[src/assert_macros.svh]
// Assertion macros shared by the RTL of the edit distance core.
// No dependencies; the macros expand to nothing when SYNTHESIS is defined.
`ifndef ASSERT_MACROS_SVH
`define ASSERT_MACROS_SVH
`ifndef SYNTHESIS
// Concurrent property on the rising clock, disabled while reset is low
`define OSA_ASSERT(label, clk, rst_n, prop) \
    label: assert property (@(posedge clk) disable iff (!rst_n) (prop)) \
        else $error("assertion failed");
// Same-cycle implication: whenever cond holds, expr must hold too
`define OSA_ASSERT_IMPL(label, clk, rst_n, cond, expr) \
    `OSA_ASSERT(label, clk, rst_n, (cond) |-> (expr))
`else
`define OSA_ASSERT(label, clk, rst_n, prop)
`define OSA_ASSERT_IMPL(label, clk, rst_n, cond, expr)
`endif
`endif

[src/osa_ram.sv]
// Generic single-write, single-read RAM with registered read data.
// No dependencies.
`default_nettype none

module osa_ram #(
    parameter int WIDTH = 8,
    parameter int DEPTH = 64
) (
    input  wire logic                     i_clk,
    input  wire logic                     i_we,
    input  wire logic [$clog2(DEPTH)-1:0] i_waddr,
    input  wire logic [WIDTH-1:0]         i_wdata,
    input  wire logic [$clog2(DEPTH)-1:0] i_raddr,
    output logic      [WIDTH-1:0]         o_rdata
);

    logic [WIDTH-1:0] r_mem [DEPTH];
    logic [WIDTH-1:0] r_rdata;

    always_ff @(posedge i_clk) begin
        if (i_we) begin
            r_mem[i_waddr] <= i_wdata;
        end
        r_rdata <= r_mem[i_raddr];
    end

    assign o_rdata = r_rdata;

endmodule

`default_nettype wire

[config.mk]
export PLATFORM = sky130hd
export DESIGN_NAME = osa_ram
export DESIGN_NICKNAME = d
export VERILOG_FILES = /design/src/assert_macros.svh /design/src/osa_ram.sv
export SDC_FILE = /design/constraint.sdc
export NUM_CORES = 1
export LEC_CHECK = 0
export ABC_CLOCK_PERIOD_IN_PS = 2100
export BUFFER_PORTS_ARGS = -buffer_cell sky130_fd_sc_hd__buf_2
export CORE_MARGIN = 2
export CORE_UTILIZATION = 55
export CTS_BUF_LIST = sky130_fd_sc_hd__clkbuf_8
export CTS_CLUSTER_DIAMETER = 60
export DETAILED_ROUTE_END_ITERATION = 16
export PLACE_DENSITY = 0.81
export SLEW_MARGIN = 20
export SYNTH_ARGS = -nofsm -noshare
export SYNTH_HDL_FRONTEND = slang
export SYNTH_SLANG_ARGS = --single-unit
[constraint.sdc]
create_clock -name i_clk -period 2.1 [get_ports i_clk]
set_input_delay 0.105 -clock i_clk [delete_from_list [all_inputs] [get_ports i_clk]]
set_output_delay 0.105 -clock i_clk [all_outputs]
set_load 0.01 [all_outputs]
==> run metrics <==
outcome=completed; Starting Density=between 50% and 60%; DR vias/cell=6.272; Worst EP arrival=~2600 ps; Max FO, Critical Path=1; Tcrit/Tclk final=99.40%; PostCTS Resize Cnt=0; GRT met3 Usage=6.252%; first-pass GRT wire length=67320 um; Post-Layout Cell Count=about 1700; DRT Pass-1 Iters=5; met2 usage=about 38%; largest cells by area after synthesis=edfxtp_1 76%, mux4_2 14%, nor2_1 1.5%; VDD IR max=about 0.41 mV; unrepaired setup endpoints after global routing=no; final slew viol count=0; Rows=70; Seq cells post-synth=520; Critical Path End=o_rdata[5]; Startpoint Class=flop; Power Density=881.4 nW/um^2; Worst-Margin Slew=between 800 and 900 ps; Final Hold Viols=0; hold_ws=around 22 ps; die height=195.5 um; Max Root-Sink Buffers=3; synth warn=0; final WL=between 40000 and 50000 um; CTS Sinks=520; placed instance count=~1500; grt peak-use layer=met2; worst rel slew slack=between 40 and 50%; core footprint=about 36000 um^2; initial antenna violation count=2; Vias=roughly 10000; count leader, synth=edfxtp_1; H-tree levels=3; clk_skew=27.55 ps; DP Wirelength=roughly 29000 um; area growth from synthesis to layout=15.42%; I/O pin count=30; Crit-path slowest cell=a2111oi_0; layout cells sized above 1=~34%; GPL Wtd Cong=slightly below 0.9; r2r startpoint=r_mem[0][5]; CTS tree=yes; register area share after synthesis=77.03%; post-route ant nets=0; initial drt markers=around 1400; layout filler cell count=about 2300; r2r setup slk=10 ps; CTS root buffer=clkbuf_8; Clock Latency Late Sink=~630 ps; Yosys top cell area share=~76%; cts bufs inserted=80; Tot GR Track Use=24.43%; Worst R2R Path Depth=5; Die ar.=around 38000 um^2; critical path required time=between 2000 and 3000 ps; Multi-input gate area=between 4000 and 5000 um^2; Setup Viol. Count Final=0; Post-Synthesis Cells=940; Netlist Area Pre-Place=20170 um^2; Post-synth EDFFs=512; worst path cell trace=mux4_2, nor2b_1, a2111oi_0, buf_4, o41ai_1; Max Cap Viol=0; Synth area leader=edfxtp_1; top cells by count, synth=512 x edfxtp_1, 126 x mux4_2, 83 x nor2_1; drt wl/cell=27.15 um; vias in the first global route=10590; critical path's largest stage delay=roughly 640 ps; register area=roughly 16000 um^2; Buffers on Ports=29; Hold WC Path Type=input pin to flop; Mapped Nets=about 960; setup tns final=0 ps; reg2reg end=o_rdata[5]; Final #Nets=about 1200; top_reg_cell synth=edfxtp_1; largest net degree at the start of global routing=45; clock-pin slew on the worst setup and hold paths=about 70 ps; crit end category=flop; post-synth cell types=40; Die X=195.5 um; Setup CP Type=flop to flop; Tmin final=2087 ps; Avg Cell Area, Syn=21.45 um^2; P_leak=approximately 7.7 nW; beginning of the critical path=r_mem[0][5]; M1 GR Usage=roughly 34%; DRC violations left=0; Fmax=roughly 480 MHz; FFs w/ async S/R, synth=0%; grt ovf=0
[placed cells by master, fill, tap and decap left out, drive strengths merged, types with 3 or more instances in the layout]
master	Yosys	final
o22ai	8	8
buf	34	162
nand3	13	13
a21oi	3	3
a211oi	4	4
a22oi	3	3
o221ai	8	8
bufinv	0	3
edfxtp	512	512
dlygate4sd3	0	4
a221oi	6	6
mux2	13	13
o2bb2ai	3	3
o21ai	4	4
dfxtp	8	8
inv	0	18
clkinvlp	0	4
mux4	126	126
nand3b	3	3
nor2	83	83
nor2b	14	14
nand2b	7	7
nor3	7	7
mux2i	23	23
nand2	19	19
o2111ai	3	3
clkinv	0	37
clkbuf	17	84
[flip-flops by register name (all words and copies together), names as in the netlist]
name	flops
o_rdata	8
r_mem	512
[worst max-delay path: cells and delay by family (launching register included)]
kind	cells	cell delay (ps)
AOI/OAI and AO/OA	2	710
muxes	1	490
DFF	1	370
buffers and inverters	1	240
and+or+nand+nor	1	150
[routing by layer]
metal	share of wire, %	vias up
met5	0	-
met4	3.7	0
met3	10	117
met2	48	669
met1	38	5351
li1	-	4337
[worst min path at each step]
stage,from,to,slack (ps),cells past startpoint
2_1_floorplan,i_wdata[0],r_mem[0][0],200,0
5_1_grt,i_wdata[2],r_mem[25][2],30,1
3_5_place_dp,o_rdata[5],o_rdata[5],530,1
6_report,i_wdata[2],r_mem[25][2],20,1
4_1_cts,i_wdata[5],r_mem[41][5],1,1
3_3_place_gp,o_rdata[5],o_rdata[5],530,1
[cell type report]
| cell class | instances | share of cell area (%) |
|---|---|---|
| diodes | 1 | 0.01075 |
| clock buffers | 83 | 4.908 |
| clock inverters | 62 | 1.467 |
| multi-input cells | 369 | 18.54 |
| flip-flops and latches | 520 | 66.74 |
| well taps | 468 | 2.516 |
| repair buffers | 167 | 5.821 |
[report_power, final]
group	leakage [nW]	total (mW)	internal (mW)	switching, mW
Sequential	4.67	11.5	11.5	0.0389
Combinational	2.16	1.16	0.477	0.681
Clock	0.822	7.83	4.04	3.79
Total	7.66	20.5	16.0	4.51
[logic make-up (layout without fill, tap and decap cells)]
family                 after synthesis  after routing  synth area share [%]
other                                0              1                     0
buffers and inverters               51            312                 1.570
AND/OR/NAND/NOR                    153            153                 3.387
multiplexers                       162            162                 15.94
flip-flops                         520            520                 77.03
AO/OA/AOI/OAI                       54             54                 2.072
[metrics by stage]
| stage | instance area, um^2 | setup slack, ps | utilization [%] | total power [mW] |
|---|---|---|---|---|
| 4_1_cts | 23270 | 66.06 | 64.03 | 20.63 |
| 3_3_place_gp | 21750 | -146.0 | 59.84 | 12.85 |
| 3_5_place_dp | 21750 | -162.4 | 59.84 | 12.89 |
| 6_report | 23280 | 12.50 | 64.04 | 20.52 |
| 2_1_floorplan | 20170 | 327.3 | - | 12.35 |
| 5_1_grt | 23280 | 81.53 | 64.04 | 21.15 |
[what timing repair did]
item | in CTS | in global routing
hold buffers | 4 | 0
buffers inserted | 0 | 0
endpoints found under the hold margin | 47 | 0
Note: power is estimated with default switching activity, not from simulation.
