[config.mk]
export PLATFORM = sky130hd
export DESIGN_NAME = osa_cell
export DESIGN_NICKNAME = d
export VERILOG_FILES = /design/src/assert_macros.svh /design/src/osa_pkg.sv /design/src/osa_cell.sv
export SDC_FILE = /design/constraint.sdc
export NUM_CORES = 1
export LEC_CHECK = 0
export BUFFER_PORTS_ARGS = -buffer_cell sky130_fd_sc_hd__buf_2
export CAP_MARGIN = 20
export CORE_MARGIN = 2
export CORE_UTILIZATION = 46
export CTS_CLUSTER_DIAMETER = 80
export DETAILED_ROUTE_END_ITERATION = 7
export PLACE_DENSITY = 0.88
export SLEW_MARGIN = 20
export SYNTH_ARGS = -nofsm -noshare
export SYNTH_HDL_FRONTEND = slang
export SYNTH_SLANG_ARGS = --single-unit
[constraint.sdc]
create_clock -name i_clk -period 5.95 [get_ports i_clk]
set_clock_uncertainty 0.15 [all_clocks]
set_input_delay 0.2975 -clock i_clk [delete_from_list [all_inputs] [get_ports i_clk]]
set_output_delay 0.2975 -clock i_clk [all_outputs]
set_load 0.05 [all_outputs]
[src/assert_macros.svh]
// Assertion macros shared by the RTL of the edit distance core.
// No dependencies; the macros expand to nothing when SYNTHESIS is defined.
`ifndef ASSERT_MACROS_SVH
`define ASSERT_MACROS_SVH
`ifndef SYNTHESIS
// Concurrent property on the rising clock, disabled while reset is low
`define OSA_ASSERT(label, clk, rst_n, prop) \
    label: assert property (@(posedge clk) disable iff (!rst_n) (prop)) \
        else $error("assertion failed");
// Same-cycle implication: whenever cond holds, expr must hold too
`define OSA_ASSERT_IMPL(label, clk, rst_n, cond, expr) \
    `OSA_ASSERT(label, clk, rst_n, (cond) |-> (expr))
`else
`define OSA_ASSERT(label, clk, rst_n, prop)
`define OSA_ASSERT_IMPL(label, clk, rst_n, cond, expr)
`endif
`endif

[src/osa_pkg.sv]
// Package for the optimal string alignment distance core: sizes, action codes,
// FSM states, the cell link struct and the output saturation function.
`default_nettype none

package osa_pkg;

    // Store depth and symbol width
    localparam int MAX_LEN     = 64;
    localparam int SYMBOL_BITS = 8;

    // Port widths fixed by the interface
    localparam int ACT_W = 2;
    localparam int SYM_IN_W = 8;
    localparam int OUT_W = 7;
    localparam int OUT_MAX = (1 << OUT_W) - 1;

    // Derived widths
    localparam int SYM_W  = SYMBOL_BITS;
    localparam int IDX_W  = $clog2(MAX_LEN);
    localparam int DIST_W = $clog2(MAX_LEN + 1);
    localparam int CMP_W  = (DIST_W > OUT_W) ? DIST_W : OUT_W;

    // Action codes
    localparam logic [ACT_W-1:0] ACT_SRC = 2'd0;
    localparam logic [ACT_W-1:0] ACT_TGT = 2'd1;
    localparam logic [ACT_W-1:0] ACT_FIN = 2'd2;

    typedef enum logic [1:0] {
        S_IDLE,
        S_RUN,
        S_DONE
    } t_state;

    // What one cell hands to its right-hand neighbour each cycle
    typedef struct packed {
        logic              vld;     // a row was computed last cycle
        logic              last;    // that row was the final source row
        logic              tr_ok;   // row index above one
        logic [SYM_W-1:0]  a;       // source symbol of that row
        logic [SYM_W-1:0]  a_prev;  // source symbol of the row before
        logic [SYM_W-1:0]  b;       // target symbol held by the cell
        logic [DIST_W-1:0] cur;     // D[i][j]
        logic [DIST_W-1:0] old;     // D[i-1][j]
        logic [DIST_W-1:0] dg2;     // D[i-2][j-1]
    } t_link;

    // Clamp a distance to the output field
    function automatic logic [OUT_W-1:0] sat_dist(input logic [DIST_W-1:0] v);
        logic [CMP_W-1:0] wide;
        wide = CMP_W'(v);
        return (wide > CMP_W'(OUT_MAX)) ? OUT_W'(OUT_MAX) : OUT_W'(wide);
    endfunction

endpackage

`default_nettype wire

[src/osa_cell.sv]
// One column cell of the systolic edit distance row: holds a target symbol and
// computes its column of the table one row per beat. Depends on osa_pkg.
`default_nettype none

module osa_cell
    import osa_pkg::*;
(
    input  wire logic              i_clk,
    input  wire logic              i_rst_n,
    input  wire logic              i_start,
    input  wire logic [DIST_W-1:0] i_col,
    input  wire logic              i_load_b,
    input  wire logic [SYM_W-1:0]  i_symbol,
    input  wire t_link             i_nb,
    output t_link                  o_link
);

    logic              r_vld;
    logic              r_last;
    logic              r_tr_ok;
    logic [SYM_W-1:0]  r_a;
    logic [SYM_W-1:0]  r_a_prev;
    logic [SYM_W-1:0]  r_b;
    logic [DIST_W-1:0] r_cur;
    logic [DIST_W-1:0] r_old;
    logic [DIST_W-1:0] r_dg1;
    logic [DIST_W-1:0] r_dg2;

    logic [DIST_W:0]   c_up;
    logic [DIST_W:0]   c_left;
    logic [DIST_W:0]   c_diag;
    logic [DIST_W:0]   c_swap;
    logic [DIST_W:0]   best_a;
    logic [DIST_W:0]   best_b;
    logic [DIST_W:0]   best;
    logic              swap_ok;

    // Candidate costs: deletion, insertion, substitution, transposition
    always_comb begin
        c_up    = {1'b0, r_cur} + (DIST_W+1)'(1);
        c_left  = {1'b0, i_nb.cur} + (DIST_W+1)'(1);
        c_diag  = {1'b0, i_nb.old} + (DIST_W+1)'(i_nb.a != r_b);
        c_swap  = {1'b0, i_nb.dg2} + (DIST_W+1)'(1);
        swap_ok = i_nb.tr_ok && (i_col > DIST_W'(1))
                  && (i_nb.a == i_nb.b) && (i_nb.a_prev == r_b);
        best_a  = (c_up < c_left) ? c_up : c_left;
        best_b  = (c_diag < best_a) ? c_diag : best_a;
        best    = (swap_ok && (c_swap < best_b)) ? c_swap : best_b;
    end

    // Control: the row beat is a registered copy of the neighbour's
    always_ff @(posedge i_clk) begin
        if (!i_rst_n) begin
            r_vld <= 1'b0;
        end else if (i_start) begin
            r_vld <= 1'b0;
        end else begin
            r_vld <= i_nb.vld;
        end
    end

    // Column state and pass-along data
    always_ff @(posedge i_clk) begin
        if (i_load_b) begin
            r_b <= i_symbol;
        end
        if (i_start) begin
            r_cur <= i_col;
        end else if (i_nb.vld) begin
            r_cur    <= best[DIST_W-1:0];
            r_old    <= r_cur;
            r_dg1    <= i_nb.old;
            r_dg2    <= r_dg1;
            r_a      <= i_nb.a;
            r_a_prev <= i_nb.a_prev;
            r_tr_ok  <= i_nb.tr_ok;
            r_last   <= i_nb.last;
        end
    end

    always_comb begin
        o_link.vld    = r_vld;
        o_link.last   = r_last;
        o_link.tr_ok  = r_tr_ok;
        o_link.a      = r_a;
        o_link.a_prev = r_a_prev;
        o_link.b      = r_b;
        o_link.cur    = r_cur;
        o_link.old    = r_old;
        o_link.dg2    = r_dg2;
    end

endmodule

`default_nettype wire

==> metrics <==
crit path buf inv count=2; count of fill cells added during filler insertion=567; Setup-failing EPs final=7; fraction of post-synthesis cell area in the top cell type by area=48.4%; Critical Path Source Type=flip-flop; Final ANT Viol Nets=0; Most Used Layer, Global Route=met2; final net count=532; maximum clock frequency=0.160 GHz; clock transition at the registers of the reported paths=0.10 ns; worst slew margin relative to its limit=27.7%; final global-route overflow total=0; horizontal die dimension=89.3 um; unrepaired setup endpoints after global routing=true; Routed wire per std cell=17.0 um; instance count of the mapped netlist=286; pin count of the biggest net entering global routing=41; number of global-route vias before repair=2839; share of cells above drive strength 1=45.7%; core occupancy in the finished layout=65.6%; total track usage=22.4%; Pwr per Cell Area=302 nW/um2; number of distinct standard cells referenced by the synthesized netlist=50; register bit total from synthesis=55; GR Util met1=25.9%; DIE HEIGHT=89.3 um; status=complete, but fails checks; failing checks=setup timing; die outline area=7980 um2; wire length of the first global-routing pass=13.5 mm; post-synthesis instance area=3350 um2; capturing element type of the critical path=flip-flop; CTS Buffer Depth=2; most frequently used flop master after synthesis=edfxtp_1; starting utilization of the core area=46.9%; final sum of negative setup slack=-1.41 ns; via count=2908; critical path's slowest cell=a2111o_1; number of max-cap violations=0; area overhead of the layout relative to synthesis=39.8%; post-synthesis cell type with the largest combined area=edfxtp_1; count of routing violations after the opening detailed-route iteration=124; part of the cycle the worst path needs=105%; CTS tree=done; final hold violation count=0; GP Congestion=0.936; worst ir drop on vdd=0.191 mV; DRC violation count after routing=0; setup slack of the most critical reg-to-reg path=-0.28 ns; number of antenna violations at the first check in global routing=0; minimum setup slack in the final design=-0.282 ns; classification of the worst setup path=flip-flop to flip-flop; cell type with the highest occurrence count on the critical path=a21o_1; Critical Path RT=5.87 ns; number of buffer cells added on primary ports=114; num rows=31; pin slew with the least headroom to its limit=1.08 ns; global-route met3 utilization=3.97%; detailed-router iteration count before antenna repair=4; top post-synthesis cells by area=edfxtp_1 (48%), ha_1 (9.0%), xor2_1 (6.3%); top cells by instance count after synthesis=edfxtp_1 (54), nand2_1 (28), ha_1 (24), xor2_1 (24), xnor2_1 (19); post-synthesis net count=377; master cell of the clock root buffer=clkbuf_8; Clk Latency, worst-skew pair=0.32 ns; most common cell in the synthesized netlist=edfxtp_1; area of the placeable core=7140 um2; Warnings, synthesis=0; wire length reported by the detailed router=9.17 mm; Max Slew Vio Count=0; number of enable flip-flop cells after synthesis=54; grt met2 use=40.3%; IO Count=115; clock tree sinks=55; arrival time at the worst endpoint=6.15 ns; post-layout minimum cycle time=6.23 ns; largest fanout on the critical path=6; Tot Pwr=1.41 mW; Top delay family on crit path=compound AO/OA/AOI/OAI gates; pre-CTS setup slack=-0.392 ns; number of CTS-inserted buffers=5; FFs w/ async S/R, synth=0%; synthesized area per cell=11.7 um2; sequential cell area fraction in the yosys report=49.0%; number of diodes added for antenna fixing=0; H-tree levels=2; type of the worst min-delay path=input pin to flip-flop; slowest cell delay on critical path=0.43 ns; HPWL after DPL=6.69 mm; leakage power=1.98 nW; Avg Vias per Cell=5.38
==> report_power, final <==
| group | switching (mW) | total [mW] | internal [mW] |
|---|---|---|---|
| combinational | 0.379 | 0.673 | 0.294 |
| sequential | 0.0256 | 0.491 | 0.465 |
| clock | 0.123 | 0.249 | 0.126 |
==> logic make-up (layout without fill, tap and decap cells) <==
family          count (synthesis)  after routing  synth area share, %
xor+xnor                       44             44                 11.7
buf+inv                        19            173                 2.80
fa+ha+maj                      25             25                 9.30
mux                             8              8                 2.47
simple gates                   84             85                 13.6
flops                          55             55                 49.0
compound gates                 51             52                 11.1
==> worst paths after layout <==
check,from,cells after the start,end
max,r_cur[0]$_DFFE_PP_,27,r_cur[1]$_DFFE_PP_
min,i_nb[46],1,r_last$_DFFE_PP_
min reg2reg,r_dg1[1]$_DFFE_PP_,0,r_dg2[1]$_DFFE_PP_
max reg2reg,r_cur[0]$_DFFE_PP_,27,r_cur[1]$_DFFE_PP_
==> final cells by class <==
| class | count | area [um2] | share of cell area [%] |
|---|---|---|---|
| multi-input cells | 214 | 1870 | 39.9 |
| repair buffers | 155 | 900 | 19.2 |
| clock inverters | 3 | 42.5 | 0.909 |
| well taps | 99 | 124 | 2.65 |
| clock buffers | 5 | 68.8 | 1.47 |
| inverters | 10 | 37.5 | 0.802 |
| flip-flops and latches | 55 | 1640 | 35.1 |
==> cell usage in the layout (no fill, tap or decap), types with 4 or more instances in the layout <==
| cell | synthesis | layout |
|---|---|---|
| buf_2 | 0 | 114 |
| edfxtp_1 | 54 | 54 |
| buf_4 | 4 | 33 |
| nand2_1 | 28 | 27 |
| xor2_1 | 24 | 23 |
| xnor2_1 | 19 | 18 |
| ha_1 | 24 | 18 |
| nand3_1 | 14 | 13 |
| inv_1 | 10 | 10 |
| nor2_1 | 7 | 7 |
| o211ai_1 | 7 | 7 |
| a21o_1 | 7 | 7 |
| dlygate4sd3_1 | 0 | 7 |
| nand4_1 | 5 | 5 |
| clkbuf_8 | 0 | 5 |
| o21ai_0 | 10 | 4 |
| o21a_1 | 4 | 4 |
| o21ai_2 | 0 | 4 |
| mux2i_1 | 6 | 4 |
| ha_4 | 0 | 4 |
==> sequential cells by signal (all words and copies together), names as in the netlist <==
signal / flops
r_old: 7
r_b: 8
r_a: 8
r_a_prev: 8
r_dg2: 7
r_cur: 7
r_dg1: 7
r_vld: 1
r_last: 1
r_tr_ok: 1
==> routing by layer <==
layer / wire (um) / part of all wire [%] / up-vias
met5: 0 / 0 / -
met4: 238 / 2.6 / 0
met3: 518 / 5.6 / 24
met2: 4820 / 53 / 123
met1: 3590 / 39 / 1381
li1: - / - / 1380
==> what timing repair did <==
item	4_1_cts	5_1_grt
hold endpoints to repair	6	1
resized for setup	10	19
buffers inserted	5	6
pin swaps	10	6
gates cloned	2	0
endpoints found under the setup margin	7	7
hold buffers	6	1
==> per-stage QoR <==
stage | hold WS, ns | instances | area [um2]
after CTS | 0.000443 | 534 | 4510
after global placement | 0.251 | 513 | 4220
after detailed placement | 0.255 | 513 | 4220
after floorplan | 0.246 | 286 | 3420
after global routing | 0.00150 | 541 | 4680
final | 0.0112 | 541 | 4680
==> worst register-to-register path: stages, from the launching register on <==
cell and delay [ns]:
edfxtp_1 0.42, buf_4 0.15, nand3_1 0.10, xnor2_1 0.25
ha_1 0.28, o211ai_1 0.08, o21ai_1 0.09, maj3_2 0.33
a31o_4 0.27, mux2i_4 0.20, ha_4 0.26, a21o_1 0.17
a21o_1 0.17, a21o_1 0.19, a2111o_1 0.43, a311oi_4 0.38
nor3_4 0.12, mux2i_2 0.29, ha_1 0.30, nor2b_4 0.13
o21ai_2 0.12, nand4_1 0.16, buf_4 0.20, o21bai_4 0.17
o31ai_2 0.07, o21ba_4 0.22, or3b_1 0.19, o211ai_2 0.08
Power figures use the tool's default switching activity.
